## config.mk

```make
export PLATFORM = sky130hd
export DESIGN_NAME = rtc_bcd_time_to_epoch_core_flat
export DESIGN_NICKNAME = d
export VERILOG_FILES = /design/src/hw/rtl/rte_pkg.sv /design/src/hw/rtl/rte_in_if.sv /design/src/hw/rtl/rte_out_if.sv /design/src/hw/rtl/rte_decode.sv /design/src/hw/rtl/rte_days.sv /design/src/hw/rtl/rte_epoch.sv /design/src/hw/rtl/rtc_bcd_time_to_epoch_core.sv /design/src/flat_wrapper.sv
export SDC_FILE = /design/constraint.sdc
export NUM_CORES = 1
export LEC_CHECK = 0
export ABC_AREA = 1
export BUFFER_PORTS_ARGS = -buffer_cell sky130_fd_sc_hd__clkbuf_2
export CAP_MARGIN = 20
export CORE_MARGIN = 3
export CORE_UTILIZATION = 53
export CTS_CLUSTER_DIAMETER = 80
export DETAILED_ROUTE_END_ITERATION = 12
export PLACE_DENSITY = 0.76
export SLEW_MARGIN = 5
export SYNTH_ARGS = -nofsm -noshare
export SYNTH_HDL_FRONTEND = slang
export SYNTH_SLANG_ARGS = --single-unit
```

## constraint.sdc

```tcl
create_clock -name i_clk -period 5.7 [get_ports i_clk]
set_clock_uncertainty 0.05 [all_clocks]
set_input_delay 1.14 -clock i_clk [delete_from_list [all_inputs] [get_ports i_clk]]
set_output_delay 1.14 -clock i_clk [all_outputs]
set_load 0.03 [all_outputs]
```

## src/hw/rtl/rte_pkg.sv

```systemverilog
`timescale 1ns / 1ps
// shared types, constants and helper functions for the rtc register to epoch converter
// no dependencies; used by rte_decode, rte_days, rte_epoch, the top level and the bench

package rte_pkg;

    // field masks of the raw register bytes
    localparam logic [7:0] OSC_STOP_BIT = 8'h80;
    localparam logic [7:0] MASK_7       = 8'h7F;
    localparam logic [7:0] MASK_6       = 8'h3F;
    localparam logic [7:0] MASK_5       = 8'h1F;
    localparam logic [7:0] MASK_3       = 8'h07;

    // field limits in binary
    localparam logic [6:0] SEC_MAX   = 7'd59;
    localparam logic [6:0] MIN_MAX   = 7'd59;
    localparam logic [6:0] HOUR_MAX  = 7'd23;
    localparam logic [6:0] DAY_MAX   = 7'd31;
    localparam logic [6:0] MONTH_MAX = 7'd12;
    localparam logic [6:0] YEAR_MAX  = 7'd99;
    localparam logic [2:0] WDAY_MAX  = 3'd6;
    localparam logic [3:0] MONTH_FEB = 4'd2;

    // time constants
    localparam logic [15:0] DAYS_TO_2000  = 16'd10957;  // 1970-01-01 to 2000-01-01
    localparam logic [15:0] DAYS_PER_YEAR = 16'd365;
    localparam logic [16:0] SEC_PER_DAY   = 17'd86400;
    localparam logic [16:0] SEC_PER_HOUR  = 17'd3600;
    localparam logic [16:0] SEC_PER_MIN   = 17'd60;
    localparam logic [11:0] YEAR_BASE     = 12'd2000;

    // raw register set as taken from the input channel
    typedef struct packed {
        logic [7:0] seconds_code;
        logic [7:0] minutes_code;
        logic [7:0] hours_code;
        logic [7:0] days_code;
        logic [7:0] weekday_code;
        logic [7:0] months_code;
        logic [7:0] years_code;
    } t_raw;

    // decoded calendar fields, all zero when the check failed
    typedef struct packed {
        logic       ok;
        logic [6:0] year_off;
        logic [3:0] month;
        logic [4:0] day;
        logic [2:0] weekday;
        logic [4:0] hour;
        logic [5:0] minute;
        logic [5:0] second;
    } t_dec;

    // day count and second of day
    typedef struct packed {
        t_dec        cal;
        logic [15:0] days;
        logic [16:0] sod;
    } t_day;

    // day count scaled to seconds
    typedef struct packed {
        t_dec        cal;
        logic [31:0] day_secs;
        logic [16:0] sod;
    } t_prod;

    // final result item
    typedef struct packed {
        logic        valid_res;
        logic [11:0] year;
        logic [3:0]  month;
        logic [4:0]  day;
        logic [2:0]  weekday;
        logic [4:0]  hour;
        logic [5:0]  minute;
        logic [5:0]  second;
        logic [31:0] utc_epoch;
    } t_res;

    // two bcd digits to binary
    function automatic logic [6:0] bcd_val(input logic [7:0] b);
        logic [6:0] tens;
        tens = {3'b000, b[7:4]};
        return (tens << 3) + (tens << 1) + {3'b000, b[3:0]};
    endfunction

    // both digits decimal and the value within its limit
    function automatic logic bcd_ok(input logic [7:0] b, input logic [6:0] limit);
        return (b[3:0] <= 4'd9) && (b[7:4] <= 4'd9) && (bcd_val(b) <= limit);
    endfunction

    // days in a month, month assumed 1..12
    function automatic logic [4:0] month_len(input logic [3:0] m, input logic leap);
        logic [4:0] len;
        case (m)
            4'd2:                      len = leap ? 5'd29 : 5'd28;
            4'd4, 4'd6, 4'd9, 4'd11:   len = 5'd30;
            default:                   len = 5'd31;
        endcase
        return len;
    endfunction

    // days before the first of a month in a common year
    function automatic logic [8:0] days_before(input logic [3:0] m);
        logic [8:0] d;
        case (m)
            4'd2:    d = 9'd31;
            4'd3:    d = 9'd59;
            4'd4:    d = 9'd90;
            4'd5:    d = 9'd120;
            4'd6:    d = 9'd151;
            4'd7:    d = 9'd181;
            4'd8:    d = 9'd212;
            4'd9:    d = 9'd243;
            4'd10:   d = 9'd273;
            4'd11:   d = 9'd304;
            4'd12:   d = 9'd334;
            default: d = 9'd0;
        endcase
        return d;
    endfunction

endpackage

```

## src/hw/rtl/rte_in_if.sv

```systemverilog
`timescale 1ns / 1ps
// input channel: valid/ready handshake carrying one rtc register set
// no dependencies

interface rte_in_if;
    logic       valid;
    logic       ready;
    logic [7:0] seconds_code;
    logic [7:0] minutes_code;
    logic [7:0] hours_code;
    logic [7:0] days_code;
    logic [7:0] weekday_code;
    logic [7:0] months_code;
    logic [7:0] years_code;

    modport source (
        output valid, seconds_code, minutes_code, hours_code, days_code,
               weekday_code, months_code, years_code,
        input  ready
    );

    modport sink (
        input  valid, seconds_code, minutes_code, hours_code, days_code,
               weekday_code, months_code, years_code,
        output ready
    );
endinterface

```

## src/hw/rtl/rte_out_if.sv

```systemverilog
`timescale 1ns / 1ps
// output channel: valid/ready handshake carrying calendar fields and epoch seconds
// no dependencies

interface rte_out_if;
    logic        valid;
    logic        ready;
    logic        valid_res;
    logic [11:0] year;
    logic [3:0]  month;
    logic [4:0]  day;
    logic [2:0]  weekday;
    logic [4:0]  hour;
    logic [5:0]  minute;
    logic [5:0]  second;
    logic [31:0] utc_epoch;

    modport source (
        output valid, valid_res, year, month, day, weekday, hour, minute, second,
               utc_epoch,
        input  ready
    );

    modport sink (
        input  valid, valid_res, year, month, day, weekday, hour, minute, second,
               utc_epoch,
        output ready
    );
endinterface

```

## src/hw/rtl/rte_decode.sv

```systemverilog
`timescale 1ns / 1ps
// stage 1: masks, bcd decode and range, month-length and stop-flag checks
// depends on rte_pkg

module rte_decode (
    input  logic            i_clk,
    input  logic            i_rst_n,
    input  logic            i_osc_check,
    input  logic            i_valid,
    output logic            o_ready,
    input  rte_pkg::t_raw   i_raw,
    output logic            o_valid,
    input  logic            i_ready,
    output rte_pkg::t_dec   o_dec
);

    logic          r_valid;
    rte_pkg::t_dec r_dec;
    rte_pkg::t_dec n_dec;

    logic [7:0] sec_b, min_b, hour_b, day_b, mon_b, year_b;
    logic [2:0] wday;
    logic [6:0] day_v, mon_v;
    logic [6:0] hour_v, min_v, sec_v, year_v;
    logic       leap;
    logic       ok;

    // stage advances when empty or when downstream takes its item
    assign o_ready = !r_valid || i_ready;

    // field decode and validity checks
    always_comb begin
        sec_b  = i_raw.seconds_code & rte_pkg::MASK_7;
        min_b  = i_raw.minutes_code & rte_pkg::MASK_7;
        hour_b = i_raw.hours_code   & rte_pkg::MASK_6;
        day_b  = i_raw.days_code    & rte_pkg::MASK_6;
        mon_b  = i_raw.months_code  & rte_pkg::MASK_5;
        year_b = i_raw.years_code;
        wday   = i_raw.weekday_code[2:0];
        day_v  = rte_pkg::bcd_val(day_b);
        mon_v  = rte_pkg::bcd_val(mon_b);
        hour_v = rte_pkg::bcd_val(hour_b);
        min_v  = rte_pkg::bcd_val(min_b);
        sec_v  = rte_pkg::bcd_val(sec_b);
        year_v = rte_pkg::bcd_val(year_b);
        // within 2000..2099 every fourth year is leap, 2000 included;
        // even tens digit needs units 0, 4 or 8, odd tens digit needs units 2 or 6
        leap   = year_b[4] ? (year_b[3:0] == 4'd2 || year_b[3:0] == 4'd6)
                           : (year_b[3:0] == 4'd0 || year_b[3:0] == 4'd4
                              || year_b[3:0] == 4'd8);
        ok = !(i_osc_check && ((i_raw.seconds_code & rte_pkg::OSC_STOP_BIT) != 8'h00))
             && rte_pkg::bcd_ok(sec_b,  rte_pkg::SEC_MAX)
             && rte_pkg::bcd_ok(min_b,  rte_pkg::MIN_MAX)
             && rte_pkg::bcd_ok(hour_b, rte_pkg::HOUR_MAX)
             && rte_pkg::bcd_ok(day_b,  rte_pkg::DAY_MAX)
             && rte_pkg::bcd_ok(mon_b,  rte_pkg::MONTH_MAX)
             && rte_pkg::bcd_ok(year_b, rte_pkg::YEAR_MAX)
             && (mon_v != 7'd0) && (day_v != 7'd0)
             && (day_v <= {2'b00, rte_pkg::month_len(mon_v[3:0], leap)})
             && (wday <= rte_pkg::WDAY_MAX);

        n_dec = '0;
        if (ok) begin
            n_dec.ok       = 1'b1;
            n_dec.year_off = year_v;
            n_dec.month    = mon_v[3:0];
            n_dec.day      = day_v[4:0];
            n_dec.weekday  = wday;
            n_dec.hour     = hour_v[4:0];
            n_dec.minute   = min_v[5:0];
            n_dec.second   = sec_v[5:0];
        end
    end

    // stage valid bit
    always_ff @(posedge i_clk) begin
        if (!i_rst_n) begin
            r_valid <= 1'b0;
        end else if (o_ready) begin
            r_valid <= i_valid;
        end
    end

    // stage payload
    always_ff @(posedge i_clk) begin
        if (o_ready && i_valid) begin
            r_dec <= n_dec;
        end
    end

    assign o_valid = r_valid;
    assign o_dec   = r_dec;

endmodule

```

## src/hw/rtl/rte_days.sv

```systemverilog
`timescale 1ns / 1ps
// stage 2: day count since 1970 and second of day
// depends on rte_pkg

module rte_days (
    input  logic            i_clk,
    input  logic            i_rst_n,
    input  logic            i_valid,
    output logic            o_ready,
    input  rte_pkg::t_dec   i_dec,
    output logic            o_valid,
    input  logic            i_ready,
    output rte_pkg::t_day   o_day
);

    logic          r_valid;
    rte_pkg::t_day r_day;
    rte_pkg::t_day n_day;

    logic [15:0] yoff;
    logic [15:0] leap_days;
    logic        leap_adj;

    assign o_ready = !r_valid || i_ready;

    // days = base + whole years + leap days before this year + day of year
    always_comb begin
        yoff      = {9'b0, i_dec.year_off};
        leap_days = (yoff + 16'd3) >> 2;
        leap_adj  = (i_dec.year_off[1:0] == 2'b00) && (i_dec.month > rte_pkg::MONTH_FEB);
        n_day.cal  = i_dec;
        n_day.days = rte_pkg::DAYS_TO_2000 + yoff * rte_pkg::DAYS_PER_YEAR + leap_days
                     + {7'b0, rte_pkg::days_before(i_dec.month)} + {15'b0, leap_adj}
                     + {11'b0, i_dec.day} - 16'd1;
        n_day.sod  = {12'b0, i_dec.hour} * rte_pkg::SEC_PER_HOUR
                     + {11'b0, i_dec.minute} * rte_pkg::SEC_PER_MIN
                     + {11'b0, i_dec.second};
    end

    // stage valid bit
    always_ff @(posedge i_clk) begin
        if (!i_rst_n) begin
            r_valid <= 1'b0;
        end else if (o_ready) begin
            r_valid <= i_valid;
        end
    end

    // stage payload
    always_ff @(posedge i_clk) begin
        if (o_ready && i_valid) begin
            r_day <= n_day;
        end
    end

    assign o_valid = r_valid;
    assign o_day   = r_day;

endmodule

```

## src/hw/rtl/rte_epoch.sv

```systemverilog
`timescale 1ns / 1ps
// stages 3 and 4: day count times 86400, then add second of day into the output register
// depends on rte_pkg

module rte_epoch (
    input  logic            i_clk,
    input  logic            i_rst_n,
    input  logic            i_valid,
    output logic            o_ready,
    input  rte_pkg::t_day   i_day,
    output logic            o_valid,
    input  logic            i_ready,
    output rte_pkg::t_res   o_res
);

    logic           r_valid_mul;
    logic           r_valid_out;
    logic           ready_out;
    rte_pkg::t_prod r_prod;
    rte_pkg::t_prod n_prod;
    rte_pkg::t_res  r_res;
    rte_pkg::t_res  n_res;
    logic [32:0]    prod_full;

    assign ready_out = !r_valid_out || i_ready;
    assign o_ready   = !r_valid_mul || ready_out;

    // multiply stage
    always_comb begin
        prod_full       = {17'b0, i_day.days} * {16'b0, rte_pkg::SEC_PER_DAY};
        n_prod.cal      = i_day.cal;
        n_prod.day_secs = prod_full[31:0];
        n_prod.sod      = i_day.sod;
    end

    // final add and zeroing of rejected items
    always_comb begin
        n_res.valid_res = r_prod.cal.ok;
        n_res.year      = r_prod.cal.ok ?
                          rte_pkg::YEAR_BASE + {5'b0, r_prod.cal.year_off} : 12'd0;
        n_res.month     = r_prod.cal.month;
        n_res.day       = r_prod.cal.day;
        n_res.weekday   = r_prod.cal.weekday;
        n_res.hour      = r_prod.cal.hour;
        n_res.minute    = r_prod.cal.minute;
        n_res.second    = r_prod.cal.second;
        n_res.utc_epoch = r_prod.cal.ok ? r_prod.day_secs + {15'b0, r_prod.sod} : 32'd0;
    end

    // valid bits of both stages
    always_ff @(posedge i_clk) begin
        if (!i_rst_n) begin
            r_valid_mul <= 1'b0;
            r_valid_out <= 1'b0;
        end else begin
            if (o_ready) begin
                r_valid_mul <= i_valid;
            end
            if (ready_out) begin
                r_valid_out <= r_valid_mul;
            end
        end
    end

    // payload of both stages
    always_ff @(posedge i_clk) begin
        if (o_ready && i_valid) begin
            r_prod <= n_prod;
        end
        if (ready_out && r_valid_mul) begin
            r_res <= n_res;
        end
    end

    assign o_valid = r_valid_out;
    assign o_res   = r_res;

endmodule

```

## src/hw/rtl/rtc_bcd_time_to_epoch_core.sv

```systemverilog
`timescale 1ns / 1ps
// top level of the rtc register to epoch converter
// depends on rte_pkg, rte_in_if, rte_out_if, rte_decode, rte_days, rte_epoch

// Converts one set of seven BCD time-keeping register bytes into calendar fields and
// UTC seconds since 1970, one result per register set. The datapath is a four-stage
// pipeline (decode and checks, day count, multiply by 86400, final add into the output
// register); a new register set is taken every cycle while input ready is high, and the
// ready chain runs back from the output register, so input ready drops only while the
// output holds a result that is not being taken. Failed checks give valid_res 0 with all
// other fields 0. The stop-flag check register resets to 1 and should be written only
// while the pipeline is empty.

module rtc_bcd_time_to_epoch_core (
    input  logic       i_clk,
    input  logic       i_rst_n,
    input  logic       i_cfg_wr_en,
    input  logic       i_cfg_wr_data,
    rte_in_if.sink     i_in,
    rte_out_if.source  o_out
);

    logic          r_osc_check;
    rte_pkg::t_raw raw;
    rte_pkg::t_dec dec;
    rte_pkg::t_day day_data;
    rte_pkg::t_res res;
    logic          dec_valid, dec_ready;
    logic          day_valid, day_ready;

    // stop-flag check configuration
    always_ff @(posedge i_clk) begin
        if (!i_rst_n) begin
            r_osc_check <= 1'b1;
        end else if (i_cfg_wr_en) begin
            r_osc_check <= i_cfg_wr_data;
        end
    end

    // input payload gathered into one word
    always_comb begin
        raw.seconds_code = i_in.seconds_code;
        raw.minutes_code = i_in.minutes_code;
        raw.hours_code   = i_in.hours_code;
        raw.days_code    = i_in.days_code;
        raw.weekday_code = i_in.weekday_code;
        raw.months_code  = i_in.months_code;
        raw.years_code   = i_in.years_code;
    end

    rte_decode u_decode (
        .i_clk       (i_clk),
        .i_rst_n     (i_rst_n),
        .i_osc_check (r_osc_check),
        .i_valid     (i_in.valid),
        .o_ready     (i_in.ready),
        .i_raw       (raw),
        .o_valid     (dec_valid),
        .i_ready     (dec_ready),
        .o_dec       (dec)
    );

    rte_days u_days (
        .i_clk   (i_clk),
        .i_rst_n (i_rst_n),
        .i_valid (dec_valid),
        .o_ready (dec_ready),
        .i_dec   (dec),
        .o_valid (day_valid),
        .i_ready (day_ready),
        .o_day   (day_data)
    );

    rte_epoch u_epoch (
        .i_clk   (i_clk),
        .i_rst_n (i_rst_n),
        .i_valid (day_valid),
        .o_ready (day_ready),
        .i_day   (day_data),
        .o_valid (o_out.valid),
        .i_ready (o_out.ready),
        .o_res   (res)
    );

    // result onto the output channel
    always_comb begin
        o_out.valid_res = res.valid_res;
        o_out.year      = res.year;
        o_out.month     = res.month;
        o_out.day       = res.day;
        o_out.weekday   = res.weekday;
        o_out.hour      = res.hour;
        o_out.minute    = res.minute;
        o_out.second    = res.second;
        o_out.utc_epoch = res.utc_epoch;
    end

    // back-pressure only comes from a stalled output register
    a_stall_source: assert property (@(posedge i_clk) disable iff (!i_rst_n)
        !i_in.ready |-> (o_out.valid && !o_out.ready))
        else $error("input stalled without a stalled output");

    // rejected items carry zeros
    a_reject_zero: assert property (@(posedge i_clk) disable iff (!i_rst_n)
        (o_out.valid && !o_out.valid_res) |->
            (o_out.utc_epoch == 32'd0 && o_out.year == 12'd0 && o_out.month == 4'd0
             && o_out.day == 5'd0 && o_out.hour == 5'd0))
        else $error("rejected result with non-zero fields");

    // accepted items lie within the calendar range
    a_accept_range: assert property (@(posedge i_clk) disable iff (!i_rst_n)
        (o_out.valid && o_out.valid_res) |->
            (o_out.year >= 12'd2000 && o_out.year <= 12'd2099 && o_out.month >= 4'd1
             && o_out.month <= 4'd12 && o_out.day >= 5'd1 && o_out.hour <= 5'd23
             && o_out.utc_epoch >= 32'd946684800))
        else $error("valid result out of calendar range");

    // an input transfer leaves the first stage occupied
    a_fill: assert property (@(posedge i_clk) disable iff (!i_rst_n)
        (i_in.valid && i_in.ready) |=> dec_valid)
        else $error("transfer lost at the first stage");

endmodule

```

## src/flat_wrapper.sv

```systemverilog
// flat-port wrapper written by rule: the top's interface ports become plain ports
module rtc_bcd_time_to_epoch_core_flat 
  (i_clk, i_rst_n, i_cfg_wr_en, i_cfg_wr_data, i_in_valid, i_in_seconds_code, i_in_minutes_code, i_in_hours_code, i_in_days_code, i_in_weekday_code, i_in_months_code, i_in_years_code, i_in_ready, o_out_valid, o_out_valid_res, o_out_year, o_out_month, o_out_day, o_out_weekday, o_out_hour, o_out_minute, o_out_second, o_out_utc_epoch, o_out_ready);
  rte_in_if i_in_i ();
  rte_out_if o_out_i ();
  input  logic i_clk;
  input  logic i_rst_n;
  input  logic i_cfg_wr_en;
  input  logic i_cfg_wr_data;
  input wire logic [$bits(i_in_i.valid)-1:0] i_in_valid;
  input wire logic [$bits(i_in_i.seconds_code)-1:0] i_in_seconds_code;
  input wire logic [$bits(i_in_i.minutes_code)-1:0] i_in_minutes_code;
  input wire logic [$bits(i_in_i.hours_code)-1:0] i_in_hours_code;
  input wire logic [$bits(i_in_i.days_code)-1:0] i_in_days_code;
  input wire logic [$bits(i_in_i.weekday_code)-1:0] i_in_weekday_code;
  input wire logic [$bits(i_in_i.months_code)-1:0] i_in_months_code;
  input wire logic [$bits(i_in_i.years_code)-1:0] i_in_years_code;
  output wire logic [$bits(i_in_i.ready)-1:0] i_in_ready;
  output wire logic [$bits(o_out_i.valid)-1:0] o_out_valid;
  output wire logic [$bits(o_out_i.valid_res)-1:0] o_out_valid_res;
  output wire logic [$bits(o_out_i.year)-1:0] o_out_year;
  output wire logic [$bits(o_out_i.month)-1:0] o_out_month;
  output wire logic [$bits(o_out_i.day)-1:0] o_out_day;
  output wire logic [$bits(o_out_i.weekday)-1:0] o_out_weekday;
  output wire logic [$bits(o_out_i.hour)-1:0] o_out_hour;
  output wire logic [$bits(o_out_i.minute)-1:0] o_out_minute;
  output wire logic [$bits(o_out_i.second)-1:0] o_out_second;
  output wire logic [$bits(o_out_i.utc_epoch)-1:0] o_out_utc_epoch;
  input wire logic [$bits(o_out_i.ready)-1:0] o_out_ready;
  assign i_in_i.valid = i_in_valid;
  assign i_in_i.seconds_code = i_in_seconds_code;
  assign i_in_i.minutes_code = i_in_minutes_code;
  assign i_in_i.hours_code = i_in_hours_code;
  assign i_in_i.days_code = i_in_days_code;
  assign i_in_i.weekday_code = i_in_weekday_code;
  assign i_in_i.months_code = i_in_months_code;
  assign i_in_i.years_code = i_in_years_code;
  assign i_in_ready = i_in_i.ready;
  assign o_out_valid = o_out_i.valid;
  assign o_out_valid_res = o_out_i.valid_res;
  assign o_out_year = o_out_i.year;
  assign o_out_month = o_out_i.month;
  assign o_out_day = o_out_i.day;
  assign o_out_weekday = o_out_i.weekday;
  assign o_out_hour = o_out_i.hour;
  assign o_out_minute = o_out_i.minute;
  assign o_out_second = o_out_i.second;
  assign o_out_utc_epoch = o_out_i.utc_epoch;
  assign o_out_i.ready = o_out_ready;
  rtc_bcd_time_to_epoch_core u_core (.i_clk(i_clk), .i_rst_n(i_rst_n), .i_cfg_wr_en(i_cfg_wr_en), .i_cfg_wr_data(i_cfg_wr_data), .i_in(i_in_i), .o_out(o_out_i));
endmodule
```

Word level (Yosys, flattened, before mapping)

Memory sizes are Yosys's and may differ from the RTL's. A register that Yosys moved wholly into a read port is not among the register bits.
Cells that the tools add are included.

ROM bits: 144
Output and inout bits: 76
Memories: 1
Bits in registers: 265
Bits of input ports: 62

Multiply operators: 4
Reduce and logical (&&, ||, !) cells: 45
Add/sub/neg operators: 23
$lt $le $gt $ge: 21
Eq/ne operators: 9
Mux-type cells: 6

Memory list:

| name             | depth | width | rd ports | clocked after memory_dff | wr ports | line           | text |
|---|---|---|---|---|---|---|---|
| (name not given) | 16    | 9     | 1        | 1                        | 0        | rte_pkg.sv:108 | `case (m)` |

Operators by type and width:

| kind                     | number |
|---|---|
| $mux W37                 | 1 |
| $add A32 B17 Y32         | 1 |
| $add A6 B4 Y7            | 4 |
| $le A4 B4 Y1 const B     | 7 |
| $logic_and A1 B1 Y1      | 28 |
| $mul A16 B10 Y25 const B | 1 |
| $add A7 B4 Y7            | 3 |
| $add A17 B12 Y17         | 1 |
| $add A17 B6 Y17          | 1 |
| $add A14 B16 Y16 const A | 1 |
| $add A16 B1 Y16          | 1 |
| $add A16 B5 Y16          | 1 |
| $add A16 B6 Y16          | 1 |
| $add A16 B9 Y16          | 1 |
| $eq A4 B3 Y1 const B     | 4 |
| $mul A7 B9 Y16 const B   | 1 |
| $sub A16 B1 Y16 const B  | 1 |
| $le A7 B5 Y1 const B     | 2 |
| $le A7 B6 Y1 const B     | 2 |
| $reduce_bool A7 Y1       | 2 |
| $mul A5 B8 Y13 const B   | 1 |
| $add A11 B7 Y12 const A  | 1 |
| $add A5 B3 Y6            | 2 |
| $eq A4 B4 Y1 const B     | 3 |
| 22 further kinds         | 37 |

Depth between registers and ports, before layout

Depth after elaboration: 16
Gate-level depth with buffers: 26
Depth with buffers taken out: 26

Hierarchy

Synthesis repeated with hierarchy kept, for this count alone.

Cells, all modules: 1,852
Area, all modules: 18,202.5 um^2

By module, submodules not included:

| module                     | area each (um^2) | cells an instance | sequential area each (um^2) | instances |
|---|---|---|---|---|
| rte_epoch                  | 9,016.1          | 891               | 4,574.4                     | 1 |
| rte_days                   | 6,551.3          | 668               | 2,062.0                     | 1 |
| rte_decode                 | 2,591.2          | 288               | 1,131.1                     | 1 |
| rtc_bcd_time_to_epoch_core | 43.8             | 5                 | 20.0                        | 1 |

Worst setup path after synthesis

Ideal clock, no wire load.

Path type: reg-to-reg
Start point: register u_core.u_decode.r_dec (netlist bit u_core.u_decode.o_dec[30])
End point: register u_core.u_days.r_day (netlist bit u_core.u_days.o_day[31]), data pin
Cell stages (with the launch flop): 24
Setup slack: 0.530 ns
Clock period less this slack: 5.170 ns
Arrival time: 4.860 ns
Setup time: 0.260 ns
Required time: 5.390 ns
Path through: edfxtp_1 -> inv_1 -> ha_1 -> nand2_1 -> nand2_1 -> nand2_1 -> xor2_1 -> fa_1 -> inv_1 -> ha_1 -> fa_1 -> fa_1 -> inv_1 -> fa_1 -> inv_1 -> fa_1 -> nand3_1 -> nand2_1 -> a21oi_1 -> o21ai_0 -> a21oi_1 -> nor2_1 -> nor2_1 -> xor2_1

RTL lines:

| item                   | line             | text |
|---|---|---|
| from (decl)            | rte_decode.sv:18 | `rte_pkg::t_dec r_dec;` |
| from (signal assigned) | rte_decode.sv:87 | `r_dec <= n_dec;` |
| to (signal assigned)   | rte_days.sv:52   | `r_day <= n_day;` |
| to (decl)              | rte_days.sv:17   | `rte_pkg::t_day r_day;` |

==> impl_summary.md <==
GRT
The largest net degree at the start of global routing is 51. The aggregate global routing overflow is 0. The overall track demand over capacity in global routing is 19.3%. The global-route track usage on met3 is 1.98%. The global-route wire length before repair is 56300 µm. The number of antenna violations at the first check in global routing is 0.

The via count of the first global-routing pass was 11.9k. In the global route stage, met2 resource usage came out at 35.8%. The met1 global-route usage is 23.8%. met2 is the most crowded layer.

Timing
The post-route setup TNS is 0 ns. Setup repair after global routing left no endpoint under its margin. The worst pin sits at a relative slew slack of 34.3%. The count of final max-slew check failures is 0.

Timing would allow up to 187 MHz. Setup violations remaining at the end of the flow were counted as 0. The hold violation count in the final report is 0. The slew of the pin with the lowest slew margin is 0.983 ns. The time the final worst path needs with I/O delays and setup is 5.36 ns. Across all hold checks on the routed design, the worst slack comes to 0.361 ns. The worst path uses 94.0% of the clock period.

Clocking
The total clock buffers created by CTS is 28. The insertion delay to the later sink of the worst-skew pair is 0.54 ns. The number of sinks handled by clock tree synthesis is 268. The number of buffers between clock root and the deepest sink is 3.

Clock-pin slew was measured on the worst setup and hold paths at 0.07 ns. The clock tree from TritonCTS is done. The cell sitting at the root of the clock tree is a clkbuf_16. Buffers inserted to repair hold after CTS numbered 0. In this run the number of H-tree levels came out at 1.

Synthesis
In this run the mean area of a mapped cell was 10.8 µm². In the post-synthesis netlist, the biggest area contributors are edfxtp_1 (43%), ha_1 (17%), fa_1 (10%). Counting distinct cell types in the post-synthesis netlist gives 46.

The synthesized area is 17600 µm². The share of synthesized area occupied by flip-flops and latches is 45.0%. The total nets after synthesis is 2020. The total of flip-flops plus latches after synthesis is 268. Among all flip-flop cells after synthesis, the most frequent one is edfxtp_1. Of all flip-flops after synthesis, the portion carrying an async set or reset was 0%.

Ranked by instance count, the synthesized netlist is headed by inv_1 (319), edfxtp_1 (254), ha_1 (242), nand2_1 (209), nor2_1 (114). The number of warnings reported in the yosys synthesis log is 0. The area share of the largest cell type after synthesis is 43.4%. In the synthesized netlist, the number of instances is 1625. The most common cell in the synthesized netlist is inv_1. The post-synthesis cell type with the largest combined area is edfxtp_1. The count of flip-flops with a built-in enable after synthesis is 254.

Run
The max-capacitance violation count is 0.

Routing
The average wire per standard cell is 14.6 µm. The residual antenna-violating net count after detailed routing is 0. The detailed router finished its first iteration with 534 violations. The post-detailed-routing wire length is 32800 µm. The DRC violations left is 0.

The first-pass iteration count of the detailed router is 5. The overall via count from detail_route is 11.4k. The via count normalized by instance count is 5.09.

Finish
The finished layout holds 2248 standard cells, fillers aside. The relative area change from synthesis to final layout is 12.3%. Cells with a size suffix above 1 make up 12.5% of the layout.

The final net count is 2179. The post-route cell area is 19700 µm². The number of antenna diodes in the final layout is 0. After filler insertion, the fill cell instance count of the layout stands at 2588.

Setup path
For the worst setup path, the data required time is 5.93 ns. By startpoint and endpoint, the worst setup path is classified as reg -> reg. The kind of launch point of the worst setup path is a flop. Along the worst path, the maximum fanout reaches 6. STA classifies the critical path endpoint as a flop. For the worst setup path, the data arrival time is 5.59 ns.

Floorplan
The core area is 32600 µm². The die span in y is 188 µm. For this design the top-level I/O count stands at 138. The die is 188 µm wide. The row count is 66. The initial cell density of the core is 53.8%.

The die covers 35300 µm².

Place
The number of port buffers is 124. The placed instances occupy a cell area of 18800 µm². At the end of routability-driven placement, the weighted congestion stood at 0.894.

Once placement completed, the tool counted placed cells totaling 2196. Detailed placement ended at an HPWL of 26000 µm.

Run status
The run finished with clean final reports.

Worst hold path
The tightest min-delay check is of the reg -> reg type.
[cells by family (layout without fill, tap and decap cells)]
group	Yosys count	in the layout	share of synthesized area (%)
DFF	268	268	45.0
buffers and inverters	336	517	7.25
xor gates and xnor gates	73	73	3.64
adders and majority gates	333	333	27.6
and+or+nand+nor	439	439	10.8
AOI/OAI and AO/OA	176	176	5.67
[registers in the layout, indices dropped and copies added, names as in the netlist, named ones only]
| signal | count |
|---|---|
| u_core.u_days.o_day | 68 |
| u_core.u_epoch.o_res | 72 |
| u_core.u_decode.o_valid | 1 |
| u_core.u_epoch.o_valid | 1 |
| u_core.r_osc_check | 1 |
| u_core.u_epoch.n_res | 30 |
| u_core.u_epoch.r_valid_mul | 1 |
| u_core.u_epoch.r_prod | 47 |
| u_core.u_decode.o_dec | 37 |
| u_core.u_days.o_valid | 1 |
[layer usage]
metal / vias up / wire (µm)
li1: 5704 / -
met1: 5394 / 13800
met2: 283 / 16900
met3: 58 / 1220
met4: 0 / 895
met5: - / 0
[metrics by stage]
step,utilization (%),setup WS (ns)
detailed placement,57.6,0.312
floorplan,-,0.530
global route,60.4,0.0162
CTS,60.4,0.291
finish,60.4,0.341
global placement,57.6,0.386
[cell usage in the layout, fill, tap and decap left out, types with 2 or more instances in the layout]
cell,n
o221ai_1,2
clkinv_1,9
o21ai_0,40
nor2_4,3
dfxtp_1,14
nand2_1,209
nand3_1,57
a21boi_1,3
nand2_2,9
or2_2,3
nand4_1,14
a21oi_2,3
buf_4,14
o21bai_1,4
a21oi_1,85
clkbuf_1,2
clkinv_2,7
o211ai_1,2
fa_1,91
clkbuf_2,124
nor2_1,113
a31oi_1,7
a21o_1,7
nand3_2,5
inv_1,317
inv_2,9
o21a_1,5
o21ai_2,3
nor3_1,14
ha_1,242
xor2_1,48
edfxtp_1,254
o21ai_1,8
nor2_2,6
xnor2_1,25
bufinv_16,3
a221oi_1,2
clkbuf_16,29
[area by class of cell]
type	count	area, µm²	area share [%]
multi-input cells	1021	8390	42.5
flip-flops and latches	268	7910	40.1
inverters	327	1230	6.23
clock buffers	31	733	3.72
repair buffers	138	726	3.68
well taps	442	553	2.81
clock inverters	21	180	0.914
[worst max-delay path: stages, from the launching register on]
cell,delay [ns]
edfxtp_1,0.50
ha_1,0.22
inv_1,0.10
nand2_1,0.10
nand2_1,0.11
nor2_1,0.07
fa_1,0.48
inv_1,0.05
fa_1,0.50
inv_1,0.05
fa_1,0.46
fa_1,0.51
fa_1,0.44
ha_1,0.36
a21oi_1,0.15
a21boi_1,0.25
o21ai_0,0.18
a31oi_1,0.26
o21ai_1,0.11
xor2_1,0.14
[final timing paths]
path / startpoint / endpoint / slack, ns / cells past startpoint
hold reg to reg: u_core.u_epoch.n_res[47] / u_core.u_epoch.o_res[47] / 0.36 / 0
setup reg to reg: u_core.u_decode.o_dec[31] / u_core.u_days.o_day[30] / 0.34 / 19
setup / recovery: u_core.u_decode.o_dec[31] / u_core.u_days.o_day[30] / 0.34 / 19
hold / removal: u_core.u_epoch.n_res[47] / u_core.u_epoch.o_res[47] / 0.36 / 0
[timing repair]
| action | CTS | global route |
|---|---|---|
| endpoints found under the setup margin | 0 | 1 |
| resized for setup | 0 | 1 |
| setup buffers | 0 | 0 |
Power is left out: the tool's default activity adds up to more than one toggle a clock period on the data nets, which glitch-free logic cannot reach.
